[config.mk]
export PLATFORM = sky130hd
export DESIGN_NAME = power_button_press_qualifier
export DESIGN_NICKNAME = d
export VERILOG_FILES = /design/src/sv/pbpq_pkg.sv /design/src/sv/power_button_press_qualifier.sv /design/src/sv/pbpq_feat.sv
export SDC_FILE = /design/constraint.sdc
export NUM_CORES = 1
export LEC_CHECK = 0
export BUFFER_PORTS_ARGS = -buffer_cell sky130_fd_sc_hd__buf_2
export CORE_ASPECT_RATIO = 1.25
export CORE_MARGIN = 2
export CORE_UTILIZATION = 61
export CTS_BUF_LIST = sky130_fd_sc_hd__clkbuf_8
export DETAILED_ROUTE_END_ITERATION = 7
export PLACE_DENSITY = 0.79
export SLEW_MARGIN = 20
export SYNTH_ARGS = -nofsm -noshare
export SYNTH_HDL_FRONTEND = slang
export SYNTH_SLANG_ARGS = --single-unit
[constraint.sdc]
create_clock -name clk_i -period 10.9 [get_ports clk_i]
set_clock_uncertainty 0.1 [all_clocks]
set_input_delay 1.09 -clock clk_i [delete_from_list [all_inputs] [get_ports clk_i]]
set_output_delay 1.09 -clock clk_i [all_outputs]
set_load 0.05 [all_outputs]
[src/sv/pbpq_pkg.sv]
`timescale 1ns / 1ps
// ----------------------------------------------------------------------------
// pbpq_pkg: power button press qualifier shared definitions
// Field widths, register indexes, reset values and the edge/level flag bundle.
// ----------------------------------------------------------------------------
package pbpq_pkg;

  localparam int SampleBitsDefault = 16;

  // port field widths
  localparam int SampleW  = 16;
  localparam int SpeedW   = 21;
  localparam int EdgeW    = 13;
  localparam int BandW    = 12;
  localparam int ShortW   = 10;
  localparam int LongW    = 12;
  localparam int SpdThrW  = 20;
  localparam int HoldW    = 16;
  localparam int CfgIdxW  = 3;
  localparam int CfgDataW = 20;
  localparam int MelW     = 2;

  // register indexes
  localparam logic [CfgIdxW-1:0] RegEdge     = 3'd0;
  localparam logic [CfgIdxW-1:0] RegBand     = 3'd1;
  localparam logic [CfgIdxW-1:0] RegShort    = 3'd2;
  localparam logic [CfgIdxW-1:0] RegLong     = 3'd3;
  localparam logic [CfgIdxW-1:0] RegSpeedThr = 3'd4;

  // register reset values
  localparam logic [EdgeW-1:0]   EdgeReset     = 13'd900;
  localparam logic [BandW-1:0]   BandReset     = 12'd200;
  localparam logic [ShortW-1:0]  ShortReset    = 10'd50;
  localparam logic [LongW-1:0]   LongReset     = 12'd300;
  localparam logic [SpdThrW-1:0] SpeedThrReset = 20'd100;

  typedef enum logic [MelW-1:0] {
    MelNone            = 2'd0,
    MelDisconnect      = 2'd1,
    MelErrorDisconnect = 2'd2
  } melody_e;

  // per-sample classification handed from the feature logic to the control
  typedef struct packed {
    logic steady;     // |s - last| < band
    logic rising;     // s - last > edge
    logic falling;    // last - s > edge
    logic low;        // s < baseline + edge/2
    logic high;       // s > baseline + 1.5 edge
    logic spd_above;  // |speed| > threshold
    logic spd_below;  // |speed| < threshold
  } feat_t;

endpackage

[src/sv/power_button_press_qualifier.sv]
`timescale 1ns / 1ps
// ----------------------------------------------------------------------------
// power_button_press_qualifier: button hold / release shutdown qualifier
// Tracks the unpressed baseline of the button sense voltage, times presses
// and decides when to request power-off, with motor speed gating.
// ----------------------------------------------------------------------------
// Usage:
//   Input channel (in_valid_i/in_ready_o) takes one tick request: sample_i and
//   motor_speed_i. Output channel (out_valid_o/out_ready_i) returns exactly one
//   result per request, in order: keep_power_o, beep_stop_o, melody_o, armed_o.
//   A request passes one input register, then the classification, control
//   decision and baseline average resolve combinationally into the result
//   register, which drives out_valid_o (the divide by ten is a reciprocal
//   multiply in that logic). Throughput is one request per cycle while the
//   receiver keeps out_ready_i high.
//   When the receiver stalls, the result register holds and the input register
//   still takes one more request; in_ready_o drops only when both are full.
//   Reset (rst_ni low, asynchronous) clears all tracking state and loads the
//   register defaults; the first request after reset only primes the stored
//   last sample. Configuration writes (cfg_we_i, cfg_index_i, cfg_wdata_i) take
//   effect at the clock edge; indexes above 4 are ignored. Write only while idle.
// ----------------------------------------------------------------------------
module power_button_press_qualifier #(
  parameter int SampleBits = pbpq_pkg::SampleBitsDefault
) (
  input  logic                                clk_i,
  input  logic                                rst_ni,
  input  logic                                cfg_we_i,
  input  logic [pbpq_pkg::CfgIdxW-1:0]        cfg_index_i,
  input  logic [pbpq_pkg::CfgDataW-1:0]       cfg_wdata_i,
  input  logic                                in_valid_i,
  output logic                                in_ready_o,
  input  logic [pbpq_pkg::SampleW-1:0]        sample_i,
  input  logic signed [pbpq_pkg::SpeedW-1:0]  motor_speed_i,
  output logic                                out_valid_o,
  input  logic                                out_ready_i,
  output logic                                keep_power_o,
  output logic                                beep_stop_o,
  output logic [pbpq_pkg::MelW-1:0]           melody_o,
  output logic                                armed_o
);

  localparam int DivN    = SampleBits + 4;   // 9*b + s + 5 fits here
  localparam int DivK    = DivN + 4;         // reciprocal shift, exact for x < 2^DivN
  localparam int RecipW  = DivK - 2;
  localparam longint unsigned RecipL = ((64'd1 << DivK) + 64'd9) / 64'd10;
  localparam logic [RecipW-1:0] Recip = RecipW'(RecipL);
  localparam int ProdW   = DivN + RecipW;

  // configuration
  logic [pbpq_pkg::EdgeW-1:0]   edge_q;
  logic [pbpq_pkg::BandW-1:0]   band_q;
  logic [pbpq_pkg::ShortW-1:0]  short_q;
  logic [pbpq_pkg::LongW-1:0]   long_q;
  logic [pbpq_pkg::SpdThrW-1:0] spd_thr_q;

  // input stage
  logic                               s1_valid_q, s1_valid_d;
  logic [SampleBits-1:0]              s1_smp_q;
  logic signed [pbpq_pkg::SpeedW-1:0] s1_speed_q;
  logic [pbpq_pkg::SampleW+SampleBits-1:0] smp_ext;
  logic                               accept;
  logic                               advance;

  // tracking state
  logic [SampleBits-1:0]      last_q, last_d;
  logic                       last_valid_q, last_valid_d;
  logic [SampleBits-1:0]      base_q, base_d;
  logic                       base_valid_q, base_valid_d;
  logic [pbpq_pkg::HoldW-1:0] hold_q, hold_d, hold_inc;
  logic                       armed_q, armed_d;
  logic                       forced_q, forced_d;

  // result stage
  logic                       out_valid_q, out_valid_d;
  logic                       keep_q, keep_d;
  logic                       bstop_q, bstop_d;
  pbpq_pkg::melody_e          mel_q, mel_d;
  logic                       arm_out_q;

  pbpq_pkg::feat_t            feat;
  logic [DivN-1:0]            avg_sum;
  logic [ProdW-1:0]           avg_prod;
  logic [SampleBits-1:0]      avg;

  assign advance    = s1_valid_q && (!out_valid_q || out_ready_i);
  assign in_ready_o = !s1_valid_q || advance;
  assign accept     = in_valid_i && in_ready_o;
  assign s1_valid_d = accept || (s1_valid_q && !advance);
  assign out_valid_d = advance || (out_valid_q && !out_ready_i);

  // only the low SampleBits of the port are meaningful
  assign smp_ext = {{SampleBits{1'b0}}, sample_i};

  always_ff @(posedge clk_i or negedge rst_ni) begin
    if (!rst_ni) begin
      edge_q    <= pbpq_pkg::EdgeReset;
      band_q    <= pbpq_pkg::BandReset;
      short_q   <= pbpq_pkg::ShortReset;
      long_q    <= pbpq_pkg::LongReset;
      spd_thr_q <= pbpq_pkg::SpeedThrReset;
    end else if (cfg_we_i) begin
      unique case (cfg_index_i)
        pbpq_pkg::RegEdge:     edge_q    <= cfg_wdata_i[pbpq_pkg::EdgeW-1:0];
        pbpq_pkg::RegBand:     band_q    <= cfg_wdata_i[pbpq_pkg::BandW-1:0];
        pbpq_pkg::RegShort:    short_q   <= cfg_wdata_i[pbpq_pkg::ShortW-1:0];
        pbpq_pkg::RegLong:     long_q    <= cfg_wdata_i[pbpq_pkg::LongW-1:0];
        pbpq_pkg::RegSpeedThr: spd_thr_q <= cfg_wdata_i[pbpq_pkg::SpdThrW-1:0];
        default: ;
      endcase
    end
  end

  always_ff @(posedge clk_i) begin
    if (accept) begin
      s1_smp_q   <= smp_ext[SampleBits-1:0];
      s1_speed_q <= motor_speed_i;
    end
  end

  pbpq_feat #(
    .SampleBits (SampleBits)
  ) u_feat (
    .smp_i      (s1_smp_q),
    .last_i     (last_q),
    .base_i     (base_q),
    .speed_i    (s1_speed_q),
    .edge_thr_i (edge_q),
    .band_i     (band_q),
    .spd_thr_i  (spd_thr_q),
    .feat_o     (feat)
  );

  // drift average: (9*b + s + 5) / 10 by reciprocal multiply
  assign avg_sum  = DivN'({base_q, 3'b000}) + DivN'(base_q) + DivN'(s1_smp_q) + DivN'(5);
  assign avg_prod = ProdW'(avg_sum) * ProdW'(Recip);
  assign avg      = avg_prod[DivK +: SampleBits];

  assign hold_inc = (hold_q == '1) ? hold_q : hold_q + 1'b1;

  always_comb begin
    last_d       = last_q;
    last_valid_d = last_valid_q;
    base_d       = base_q;
    base_valid_d = base_valid_q;
    hold_d       = hold_q;
    armed_d      = armed_q;
    forced_d     = forced_q;
    keep_d       = 1'b1;
    bstop_d      = 1'b0;
    mel_d        = pbpq_pkg::MelNone;
    if (advance) begin
      last_d       = s1_smp_q;
      last_valid_d = 1'b1;
      if (last_valid_q) begin
        priority if (!base_valid_q) begin
          if (feat.steady) begin
            base_d       = s1_smp_q;
            base_valid_d = 1'b1;
          end
        end else if (armed_q) begin
          // speed cancels an unforced arm; release requests power-off
          priority if (!forced_q && feat.spd_above) begin
            armed_d = 1'b0;
            hold_d  = '0;
            bstop_d = 1'b1;
          end else if (feat.falling || feat.low) begin
            hold_d  = hold_inc;
            bstop_d = 1'b1;
            keep_d  = 1'b0;
          end else begin
          end
        end else if (hold_q == '0) begin
          priority if (feat.rising) begin
            hold_d = pbpq_pkg::HoldW'(1);
          end else if (feat.steady && feat.low) begin
            base_d = avg;
          end else begin
          end
        end else if (feat.high) begin
          hold_d = hold_inc;
          if (hold_inc > pbpq_pkg::HoldW'(short_q)) begin
            priority if (feat.spd_below) begin
              armed_d = 1'b1;
              hold_d  = '0;
              mel_d   = pbpq_pkg::MelDisconnect;
            end else if (hold_inc > pbpq_pkg::HoldW'(long_q)) begin
              armed_d  = 1'b1;
              forced_d = 1'b1;
              hold_d   = '0;
              mel_d    = pbpq_pkg::MelErrorDisconnect;
            end else begin
            end
          end
        end else begin
          hold_d  = '0;
          bstop_d = 1'b1;
        end
      end
    end
  end

  always_ff @(posedge clk_i or negedge rst_ni) begin
    if (!rst_ni) begin
      s1_valid_q   <= 1'b0;
      out_valid_q  <= 1'b0;
      last_q       <= '0;
      last_valid_q <= 1'b0;
      base_q       <= '0;
      base_valid_q <= 1'b0;
      hold_q       <= '0;
      armed_q      <= 1'b0;
      forced_q     <= 1'b0;
    end else begin
      s1_valid_q   <= s1_valid_d;
      out_valid_q  <= out_valid_d;
      last_q       <= last_d;
      last_valid_q <= last_valid_d;
      base_q       <= base_d;
      base_valid_q <= base_valid_d;
      hold_q       <= hold_d;
      armed_q      <= armed_d;
      forced_q     <= forced_d;
    end
  end

  always_ff @(posedge clk_i) begin
    if (advance) begin
      keep_q    <= keep_d;
      bstop_q   <= bstop_d;
      mel_q     <= mel_d;
      arm_out_q <= armed_d;
    end
  end

  assign out_valid_o  = out_valid_q;
  assign keep_power_o = keep_q;
  assign beep_stop_o  = bstop_q;
  assign melody_o     = mel_q;
  assign armed_o      = arm_out_q;

  // a baseline only exists once a sample has primed the tracker
  a_base_needs_last: assert property (@(posedge clk_i) disable iff (!rst_ni)
    base_valid_q |-> last_valid_q)
    else $error("baseline valid without a primed last sample");

  // a forced shutdown can never be cancelled
  a_forced_armed: assert property (@(posedge clk_i) disable iff (!rst_ni)
    forced_q |-> armed_q)
    else $error("forced shutdown without arm");

  // power-off is only requested while armed
  a_off_when_armed: assert property (@(posedge clk_i) disable iff (!rst_ni)
    out_valid_o && !keep_power_o |-> armed_o)
    else $error("power-off result while not armed");

  // a melody request comes only with a fresh arm
  a_melody_arms: assert property (@(posedge clk_i) disable iff (!rst_ni)
    out_valid_o && (melody_o != pbpq_pkg::MelNone) |-> armed_o && keep_power_o)
    else $error("melody request without arming");

  // a held request in the input stage is not dropped
  a_s1_hold: assert property (@(posedge clk_i) disable iff (!rst_ni)
    s1_valid_q && !advance |=> s1_valid_q && $stable(s1_smp_q))
    else $error("input stage lost a pending request");

endmodule

[src/sv/pbpq_feat.sv]
`timescale 1ns / 1ps
// ----------------------------------------------------------------------------
// pbpq_feat: sample and speed classification
// Edge, steadiness and level compares against last sample and baseline, plus
// the motor speed magnitude compare. Half and 1.5x thresholds use doubled units.
// ----------------------------------------------------------------------------
module pbpq_feat #(
  parameter int SampleBits = pbpq_pkg::SampleBitsDefault
) (
  input  logic [SampleBits-1:0]              smp_i,
  input  logic [SampleBits-1:0]              last_i,
  input  logic [SampleBits-1:0]              base_i,
  input  logic signed [pbpq_pkg::SpeedW-1:0] speed_i,
  input  logic [pbpq_pkg::EdgeW-1:0]         edge_thr_i,
  input  logic [pbpq_pkg::BandW-1:0]         band_i,
  input  logic [pbpq_pkg::SpdThrW-1:0]       spd_thr_i,
  output pbpq_pkg::feat_t                    feat_o
);

  localparam int DW = SampleBits + 3;  // signed difference, holds edge too
  localparam int CW = SampleBits + 3;  // doubled-unit level compares

  logic signed [DW-1:0]           diff;
  logic signed [DW-1:0]           ndiff;
  logic [DW-1:0]                  adiff;
  logic signed [DW-1:0]           edge_s;
  logic [CW-1:0]                  s2;
  logic [CW-1:0]                  b2;
  logic [CW-1:0]                  edge_w;
  logic [CW-1:0]                  edge3_w;
  logic [pbpq_pkg::SpeedW-1:0]    mag;
  logic [pbpq_pkg::SpeedW-1:0]    thr_w;

  assign diff    = $signed(DW'(smp_i)) - $signed(DW'(last_i));
  assign ndiff   = -diff;
  assign adiff   = diff[DW-1] ? $unsigned(ndiff) : $unsigned(diff);
  assign edge_s  = $signed(DW'(edge_thr_i));

  assign s2      = CW'({smp_i, 1'b0});
  assign b2      = CW'({base_i, 1'b0});
  assign edge_w  = CW'(edge_thr_i);
  assign edge3_w = CW'({edge_thr_i, 1'b0}) + edge_w;

  assign mag     = speed_i[pbpq_pkg::SpeedW-1] ? $unsigned(-speed_i) : $unsigned(speed_i);
  assign thr_w   = pbpq_pkg::SpeedW'(spd_thr_i);

  always_comb begin
    feat_o.steady    = adiff < DW'(band_i);
    feat_o.rising    = diff > edge_s;
    feat_o.falling   = ndiff > edge_s;
    feat_o.low       = s2 < (b2 + edge_w);
    feat_o.high      = s2 > (b2 + edge3_w);
    feat_o.spd_above = mag > thr_w;
    feat_o.spd_below = mag < thr_w;
  end

endmodule
==> results of run 1 <==
## path summary, 6_finish.rpt
kind | slack, ns | cells past startpoint | endpoint | start
worst max-delay path | 0.67 | 34 | base_q[9] | s1_smp_q[3]
worst min-delay path | 0.39 | 1 | forced_q | forced_q
worst max register to register | 0.67 | 34 | base_q[9] | s1_smp_q[3]
worst min register to register | 0.39 | 1 | forced_q | forced_q
max in group asynchronous | 8.77 | 2 | spd_thr_q[1] | rst_ni
min in group asynchronous | 0.60 | 1 | base_q[13] | rst_ni
## state kept, by name, indices dropped and copies added, names as in the netlist
name,flops
armed_o,1
armed_q,1
band_q,12
base_q,16
base_valid_q,1
beep_stop_o,1
edge_q,13
forced_q,1
hold_q,16
keep_power_o,1
last_q,16
last_valid_q,1
long_q,12
melody_o,2
out_valid_o,1
s1_smp_q,16
s1_speed_q,21
s1_valid_q,1
short_q,10
spd_thr_q,20
## through the flow
stage / hold slack (ns) / utilization (%)
3_3_place_gp: 0.369 / 64.0
4_1_cts: 0.393 / 65.3
6_report: 0.393 / 65.5
3_5_place_dp: 0.374 / 64.0
5_1_grt: 0.402 / 65.5
2_1_floorplan: 0.328 / -
## repair_timing
action	4_1_cts	5_1_grt
endpoints found under the setup margin	0	7
resized for setup	0	7
buffers inserted	0	3
hold buffers	0	0
## cell type report
cell class | instances | area [sq um] | area share, %
Multi-Input combinational cell | 1587 | 14600 | 67.0
Sequential cell | 163 | 4310 | 19.8
Inverter | 382 | 1430 | 6.57
Tap cell | 423 | 529 | 2.43
Timing Repair Buffer | 87 | 478 | 2.19
Clock buffer | 18 | 248 | 1.14
Clock inverter | 14 | 193 | 0.883
## Yosys cell counts, types with 9 or more instances
master and n:
sky130_fd_sc_hd__a211oi_1 11, sky130_fd_sc_hd__a21o_1 43, sky130_fd_sc_hd__a21oi_1 93, sky130_fd_sc_hd__a31oi_1 9
sky130_fd_sc_hd__and3_1 10, sky130_fd_sc_hd__clkbuf_1 21, sky130_fd_sc_hd__dfrtp_1 104, sky130_fd_sc_hd__dfstp_2 17
sky130_fd_sc_hd__edfxtp_1 42, sky130_fd_sc_hd__fa_1 156, sky130_fd_sc_hd__ha_1 381, sky130_fd_sc_hd__inv_1 380
sky130_fd_sc_hd__mux2_2 32, sky130_fd_sc_hd__nand2_1 149, sky130_fd_sc_hd__nand2b_1 20, sky130_fd_sc_hd__nand3_1 37
sky130_fd_sc_hd__nand4_1 26, sky130_fd_sc_hd__nor2_1 62, sky130_fd_sc_hd__nor2b_1 27, sky130_fd_sc_hd__nor3_1 21
sky130_fd_sc_hd__nor4_1 16, sky130_fd_sc_hd__o211ai_1 12, sky130_fd_sc_hd__o21a_1 23, sky130_fd_sc_hd__o21ai_0 150
sky130_fd_sc_hd__o21bai_1 21, sky130_fd_sc_hd__o31ai_1 14, sky130_fd_sc_hd__or3_1 15, sky130_fd_sc_hd__xnor2_1 99
sky130_fd_sc_hd__xor2_1 41
## cell families (layout without fill, tap and decap cells)
| logic type | count (synthesis) | count (layout) | share of synthesized area [%] |
|---|---|---|---|
| muxes | 45 | 45 | 2.57 |
| DFF | 163 | 163 | 21.1 |
| buffers and inverters | 411 | 501 | 7.67 |
| adders and majority gates | 537 | 537 | 38.6 |
| and+or+nand+nor | 426 | 426 | 10.5 |
| AOI/OAI and AO/OA | 436 | 436 | 13.4 |
| xor gates and xnor gates | 143 | 143 | 6.23 |
## layer usage
layer | vias up | wire [um]
met1 | 7681 | 18500
li1 | 7524 | -
met3 | 177 | 1400
met2 | 393 | 26600
met4 | 0 | 3790
met5 | - | 0
## worst reg2reg max path, delay by kind of cell (launching register included)
family,cells,cell delay (ns)
AO/OA/AOI/OAI,14,3.51
XOR/XNOR,2,0.63
adder cells (fa/ha/maj),10,4.37
buffers and inverters,4,0.20
flip-flops,1,0.54
multiplexers,2,0.52
AND/OR/NAND/NOR,2,0.24
==> impl_metrics.csv, run 1 <==
group,metric,value,unit
global_route,grt_overflow,0,
clock_tree,clock_tree.htree_level_count,4,
timing,slew_headroom,25.2,%
route,wl,50200,um
global_route,gr-max-usage-layer,"met2",
timing,tightestPinTransition,1.11,ns
placement,final_estimated_routing_congestion_in_global_placement,0.934,
placement,numPortBuffers,71,
layout,antenna-diode-count,0,
global_route,grt_start_max_net_pins,69,
layout,fin_area,21800,sq um
route,drt.antenna.violating_nets,0,
global_route,global_route.usage.met3,2.63,%
synth,yosysTopAreaCellShare,23.3,%
timing,tmin_final,10.23,ns
placement,place_area,21300,sq um
synth,yosys-top-cells-area,"sky130_fd_sc_hd__ha_1 23%, sky130_fd_sc_hd__fa_1 15%, sky130_fd_sc_hd__dfrtp_1 13%",
synth,mean_cell_area_of_the_mapped_netlist,9.47,sq um
critical_path,critPathTopFamily,"adder cells",
critical_path,critical_path_required,11.19,ns
route,num_vias,15775,
floorplanning,die_width,168,um
route,drt-initial-drc-count,766,
floorplanning,fp.dieH,209,um
run_status,status,"finished clean",
global_route,use_met2,56.7,%
clock_tree,clockBufferDepth,2,
global_route,global_route_wire_length_before_repair,83200,um
critical_path,critical_path.startpoint_type,"flip-flop",
timing,setup_ws,0.674,ns
synth,async_reset_ff_share,74.2,%
clock_tree,cts_buffers,17,
critical_path,highest_cell_delay_on_the_worst_timing_path,0.65,ns
global_route,via_count_of_the_first_global_routing_pass,16941,
floorplanning,core,33300,sq um
critical_path,crit_path_end_kind,"flip-flop",
layout,drive_gt1_share,9.51,%
clock_tree,cts_tree,"done",
synth,synthesis.yosys.warnings,0,
synth,yosysTopAreaCell,"sky130_fd_sc_hd__ha_1",
synth,post_synth_inst_count,2161,
placement,dp.cells,2639,
global_route,grt_usage,30.2,%
layout,fill_cells,2727,
synth,synth_area,20500,sq um
critical_path,most_frequent_cell_on_the_critical_path,"sky130_fd_sc_hd__fa_1",
critical_path,worst-endpoint-arrival,10.52,ns
placement,place_worst_setup_slack,0.512,ns
floorplanning,die_area,35000,sq um
min_path,min_path_type,"flip-flop to flip-flop",
critical_path,cp_slowest_cell,"sky130_fd_sc_hd__a211oi_1",
synth,synth_fp_nets,2763,
synth,synth_seq_cells,163,
timing,finalSetupTns,0,ns
floorplanning,design.portCount,72,
route,routed_wire_length_per_instance,18.8,um
timing,grt_setup_unrepaired,"no",
clock_tree,clk_latency,0.51,ns
layout,num-nets-final,2840,
critical_path,crit_type,"flip-flop to flip-flop",
clock_tree,clockRootBuffer,"sky130_fd_sc_hd__clkbuf_8",
critical_path,crit_buf_inv,4,
route,viasPerCell,5.90,
floorplanning,start_util,61.4,%
job,cap_violations,0,
synth,yosysSeqAreaShare,21.1,%
synth,dominantRegCellSynth,"sky130_fd_sc_hd__dfrtp_1",
route,detail_route.first_pass.iterations,6,
synth,synth_edf_count,42,
clock_tree,clkSlewWorstSetupHoldPaths,0.10,ns
timing,max_clock_freq,0.0978,GHz
global_route,grt_use_met1,31.8,%
floorplanning,core.rowCount,75,
layout,flow.area_growth_from_synthesis,6.65,%
clock_tree,cts_sinks,163,
global_route,grt_antenna_before_repair,0,
route,drc_errors,0,
timing,drv_slew,0,
layout,final_cells,2674,
critical_path,worstPathMaxFanout,6,
placement,post-dp-hpwl,42200,um
timing,final-setup-viol-count,0,
synth,ys_types,79,
timing,report.final.hold_viol_count,0,
timing,layout_worst_path_cycle_share,93.8,%
layout,layout.cells.most_common_list,"380 x sky130_fd_sc_hd__inv_1, 380 x sky130_fd_sc_hd__ha_1, 156 x sky130_fd_sc_hd__fa_1",
Power of run 1 is left out: the tool's default activity adds up to more than one toggle a clock period on the data nets, which glitch-free logic cannot reach.
==> run 2, diff against run 1 <==
--- a/config.mk
+++ b/config.mk
@@ -12,6 +12,7 @@
 export CTS_BUF_LIST = sky130_fd_sc_hd__clkbuf_8
 export DETAILED_ROUTE_END_ITERATION = 7
 export PLACE_DENSITY = 0.79
+export RECOVER_POWER = 50
 export SLEW_MARGIN = 20
 export SYNTH_ARGS = -nofsm -noshare
 export SYNTH_HDL_FRONTEND = slang
==> run 2 against run 1 <==
The flow now finishes with violations (max-capacitance violations, max-slew violations). Final cell count unchanged. Utilization decreased by 0.12 points. Sequential share of layout area hardly changed. Hold slack worse by 0.00061 ns. Via count hardly changed. Global-route usage unchanged. Non-clock buffer count unchanged. Critical path depth stayed put. First-iteration DRC count decreased by 7.4%. Flip-flop and latch count is the same. Critical endpoint unchanged. Largest cell class unchanged.
==> impl_metrics.csv, run 2 (synthesized netlist as in run 1, its figures left out) <==
group,metric,value,unit
run_status,status,"finished with violations",
run_status,violated_checks,"max-capacitance violations, max-slew violations",
timing,final.hold.worst_slack,0.392,ns
timing,final-setup-viol-count,0,
global_route,grt_antenna_before_repair,0,
clock_tree,clkSlewWorstSetupHoldPaths,0.10,ns
job,cap_violations,2,
floorplanning,core.rowCount,75,
clock_tree,clock_tree.htree_level_count,4,
clock_tree,clockRootBuffer,"sky130_fd_sc_hd__clkbuf_8",
route,routed_wire_length_per_instance,18.8,um
min_path,min_path_type,"flip-flop to flip-flop",
floorplanning,start_util,61.4,%
global_route,via_count_of_the_first_global_routing_pass,16941,
floorplanning,die_area,35000,sq um
critical_path,highest_cell_delay_on_the_worst_timing_path,0.64,ns
placement,place_worst_setup_slack,0.512,ns
timing,grt_setup_unrepaired,"no",
placement,final_estimated_routing_congestion_in_global_placement,0.934,
clock_tree,clockBufferDepth,2,
route,wl,50300,um
global_route,grt_overflow,0,
floorplanning,design.portCount,72,
placement,numPortBuffers,71,
critical_path,worstPathMaxFanout,6,
critical_path,critical_path.startpoint_type,"flip-flop",
timing,finalSetupTns,0,ns
timing,tightestPinTransition,3.97,ns
critical_path,crit_type,"flip-flop to flip-flop",
route,drt-initial-drc-count,709,
clock_tree,clk_latency,0.51,ns
timing,max_clock_freq,0.0977,GHz
global_route,global_route_wire_length_before_repair,83200,um
timing,setup_ws,0.662,ns
route,num_vias,15772,
layout,drive_gt1_share,8.84,%
route,viasPerCell,5.90,
route,drc_errors,0,
layout,antenna-diode-count,0,
clock_tree,holdBufCountCts,0,
clock_tree,cts_sinks,163,
layout,layout.cells.most_common_list,"380 x sky130_fd_sc_hd__inv_1, 380 x sky130_fd_sc_hd__ha_1, 156 x sky130_fd_sc_hd__fa_1",
layout,num-nets-final,2840,
critical_path,most_frequent_cell_on_the_critical_path,"sky130_fd_sc_hd__fa_1",
timing,tmin_final,10.24,ns
timing,slew_headroom,-165,%
critical_path,cp_slowest_cell,"sky130_fd_sc_hd__a211oi_1",
clock_tree,cts_tree,"done",
layout,regMostFlops,"s1_speed_q",
route,detail_route.first_pass.iterations,5,
timing,drv_slew,107,
route,drt.antenna.violating_nets,0,
clock_tree,cts_buffers,17,
timing,layout_worst_path_cycle_share,93.9,%
layout,reg.largest.list,"s1_speed_q (21), spd_thr_q (20)",
critical_path,critical_path_required,11.19,ns
global_route,grt_start_max_net_pins,69,
placement,post-dp-hpwl,42200,um
layout,largest_reg_flops,21,
floorplanning,core,33300,sq um
layout,flow.area_growth_from_synthesis,6.44,%
global_route,grt_usage,30.2,%
critical_path,worst-endpoint-arrival,10.53,ns
floorplanning,die_width,168,um
floorplanning,fp.dieH,209,um
critical_path,crit_path_end_kind,"flip-flop",
timing,report.final.hold_viol_count,0,
## run 2: cell count changes in the layout (fill, tap and decap cells not counted)
cell                       before  now
sky130_fd_sc_hd__nor3b_1        0    1
sky130_fd_sc_hd__nor3b_2        1    0
sky130_fd_sc_hd__buf_2         70   63
sky130_fd_sc_hd__nor3_1        20   21
sky130_fd_sc_hd__clkbuf_1       0   13
sky130_fd_sc_hd__nor3_2         1    0
sky130_fd_sc_hd__buf_4         17   11
## run 2: per-stage QoR
| step | instances | utilization [%] | instance area (sq um) |
|---|---|---|---|
| finish | 2674 | 65.4 | 21800 |
| global route | 2674 | 65.4 | 21800 |
| global placement | 2639 | 64.0 | 21300 |
| detailed placement | 2639 | 64.0 | 21300 |
| floorplan | 2161 | - | 20500 |
| CTS | 2671 | 65.3 | 21800 |
## run 2: cell type report
class                      count  area, sq um
clock inverter                14          193
tap                          423          529
inverter                     382         1430
timing repair buffer          87          447
multi-input combinational   1587        14600
clock buffer                  18          248
sequential                   163         4310
fill                        2736        11500
## run 2: timing repair
action / CTS / global route
endpoints found under the setup margin: 0 / 7
buffers inserted: 0 / 3
gates resized for setup: 0 / 7
## run 2: critical path, delay by kind of cell, from the launching register on
family | cells | cell delay, ns
compound gates | 14 | 3.49
xor+xnor | 2 | 0.63
fa+ha+maj | 10 | 4.38
buf+inv | 4 | 0.20
flops | 1 | 0.54
mux | 2 | 0.52
simple gates | 2 | 0.24
## run 2: per-layer routing
layer  track usage [%]  vias up  wire length (um)
met4              20.7        0              3750
met2              56.7      390             26600
met5                 0        -                 0
met3              2.63      178              1280
met1              31.8     7674             18600
li1                  -     7530                 -
## run 2: worst paths after layout
path | from | end | slack (ns) | cells past startpoint
max in group asynchronous | rst_ni | spd_thr_q[1] | 6.50 | 2
min reg2reg | forced_q | forced_q | 0.39 | 1
max reg2reg | s1_smp_q[3] | base_q[9] | 0.66 | 34
min in group asynchronous | rst_ni | base_q[13] | 1.85 | 1
min | forced_q | forced_q | 0.39 | 1
max | s1_smp_q[3] | base_q[9] | 0.66 | 34
Power of run 2 is left out for the same reason.
==> run 3, diff against run 2 <==
--- a/config.mk
+++ b/config.mk
@@ -7,7 +7,6 @@
 export LEC_CHECK = 0
 export BUFFER_PORTS_ARGS = -buffer_cell sky130_fd_sc_hd__buf_2
 export CORE_ASPECT_RATIO = 1.25
-export CORE_MARGIN = 2
 export CORE_UTILIZATION = 61
 export CTS_BUF_LIST = sky130_fd_sc_hd__clkbuf_8
 export DETAILED_ROUTE_END_ITERATION = 7
==> run 3 against run 2 <==
The flow still finishes with violations (max-capacitance violations, max-slew violations). Non-clock buffer count decreased by 4. Wire length increased by 2.0%. Hold slack improved by 0.0037 ns. Global-route usage increased by 1.4 points. Design area decreased by 0.65%. Die area decreased by 2.1%. Critical endpoint is now base_q[14].
==> impl_metrics.csv, run 3 (synthesized netlist as in run 1, its figures left out) <==
group,metric,value,unit
route,routed_wire_length_per_instance,19.2,um
global_route,grt_antenna_before_repair,0,
critical_path,worst_r2r_endpoint,"base_q[14]",
floorplanning,fp.dieH,207,um
global_route,grt_start_max_net_pins,69,
clock_tree,cts_tree,"done",
timing,slew_headroom,-121,%
route,num_vias,15787,
layout,flow.area_growth_from_synthesis,5.75,%
clock_tree,clockRootBuffer,"sky130_fd_sc_hd__clkbuf_8",
critical_path,crit_path_end_kind,"flip-flop",
route,viasPerCell,5.92,
min_path,whs_endpoint,"forced_q",
critical_path,worst_r2r_startpoint,"s1_smp_q[1]",
floorplanning,core,32900,sq um
critical_path,highest_cell_delay_on_the_worst_timing_path,0.61,ns
floorplanning,die_width,166,um
route,drt-initial-drc-count,868,
layout,drive_gt1_share,8.54,%
layout,final_common_cell,"sky130_fd_sc_hd__inv_1",
layout,num-nets-final,2836,
route,drc_errors,0,
layout,layout.cells.most_common_list,"383 x sky130_fd_sc_hd__inv_1, 381 x sky130_fd_sc_hd__ha_1, 156 x sky130_fd_sc_hd__fa_1",
timing,finalSetupTns,0,ns
critical_path,timing.reg2reg.worst_path_depth,36,
clock_tree,cts_buffers,17,
floorplanning,core.rowCount,74,
layout,fill_cells,2680,
timing,report.final.hold_viol_count,0,
clock_tree,clockBufferDepth,2,
layout,antenna-diode-count,0,
placement,final_estimated_routing_congestion_in_global_placement,0.943,
placement,place_area,21300,sq um
timing,layout_worst_path_cycle_share,93.9,%
min_path,hold_crit_depth,1,
timing,tightestPinTransition,3.31,ns
timing,final.hold.worst_slack,0.396,ns
run_status,violated_checks,"max-capacitance violations, max-slew violations",
critical_path,rrSetupSlack,0.66,ns
layout,regMostFlops,"s1_speed_q",
critical_path,cp_slowest_cell,"sky130_fd_sc_hd__fa_1",
global_route,grt_overflow,0,
critical_path,crit_type,"flip-flop to flip-flop",
placement,numPortBuffers,71,
timing,tmin_final,10.24,ns
global_route,grt_usage,31.6,%
min_path,min_path_type,"flip-flop to flip-flop",
placement,post-dp-hpwl,43100,um
global_route,via_count_of_the_first_global_routing_pass,16737,
clock_tree,cts_sinks,163,
min_path,startpoint_of_the_tightest_hold_check_path,"forced_q",
clock_tree,clkSlewWorstSetupHoldPaths,0.09,ns
clock_tree,clock_tree.htree_level_count,4,
placement,dp.cells,2633,
timing,grt_setup_unrepaired,"no",
route,wl,51300,um
route,detail_route.first_pass.iterations,5,
floorplanning,design.portCount,72,
route,drt.antenna.violating_nets,0,
floorplanning,die_area,34300,sq um
critical_path,critical_path.startpoint_type,"flip-flop",
timing,drv_slew,93,
layout,largest_reg_flops,21,
floorplanning,start_util,62.3,%
layout,fin_area,21600,sq um
timing,final-setup-viol-count,0,
job,cap_violations,2,
critical_path,worst-endpoint-arrival,10.53,ns
critical_path,worstPathMaxFanout,7,
clock_tree,clk_latency,0.51,ns
critical_path,critical_path_required,11.20,ns
layout,reg.largest.list,"s1_speed_q (21), spd_thr_q (20)",
timing,max_clock_freq,0.0977,GHz
clock_tree,holdBufCountCts,0,
clock_tree,cts.repair_timing.setup_buffer_count,0,
run_status,status,"finished with violations",
layout,final_cells,2665,
global_route,global_route_wire_length_before_repair,83600,um
[run 3: final cells by class]
cell class	instances	area [sq um]	area share [%]
clock buffer	20	275	1.27
clock inverter	12	80.1	0.370
inverter	382	1430	6.63
multi-input combinational	1587	14600	67.4
sequential	163	4310	19.9
tap	418	523	2.42
timing repair buffer	83	429	1.98
[run 3: worst max path at each step]
stage	slack (ns)	start	cells past startpoint	endpoint
2_1_floorplan	1.94	s1_smp_q[3]	36	base_q[12]
3_3_place_gp	0.82	s1_smp_q[3]	34	base_q[12]
3_5_place_dp	0.49	s1_smp_q[3]	34	base_q[14]
4_1_cts	0.47	s1_smp_q[3]	34	base_q[14]
5_1_grt	0.05	s1_smp_q[3]	34	base_q[14]
6_report	0.66	s1_smp_q[1]	36	base_q[14]
[run 3: metrics by stage]
stage / util, % / worst slack (ns)
CTS: 65.9 / 0.467
global placement: 64.8 / 0.822
detailed placement: 64.8 / 0.488
global route: 65.8 / 0.0504
floorplan: - / 1.94
finish: 65.8 / 0.663
[run 3: routing by layer]
layer  wire (um)  share of wire, %  global-route usage, %  vias up
met5           0                 0                      0        -
met1       18900                37                   31.5     7774
li1            -                 -                      -     7515
met3        1290               2.5                   2.82      146
met2       28100                55                   64.0      352
met4        2990               5.8                   18.8        0
[run 3: timing repair]
| item | in CTS | in global routing |
|---|---|---|
| endpoints found under the hold margin | 0 | 0 |
| resized for setup | 0 | 2 |
| endpoints found under the setup margin | 0 | 6 |
[run 3: worst max-delay path: cells and delay by family (launching register included)]
| kind | cells | cell delay (ns) |
|---|---|---|
| buffers and inverters | 3 | 0.16 |
| adders and majority gates | 11 | 4.34 |
| xor gates and xnor gates | 2 | 0.52 |
| muxes | 2 | 0.52 |
| and+or+nand+nor | 2 | 0.37 |
| AOI/OAI and AO/OA | 16 | 3.58 |
| DFF | 1 | 0.53 |
Power of run 3 is left out for the same reason.
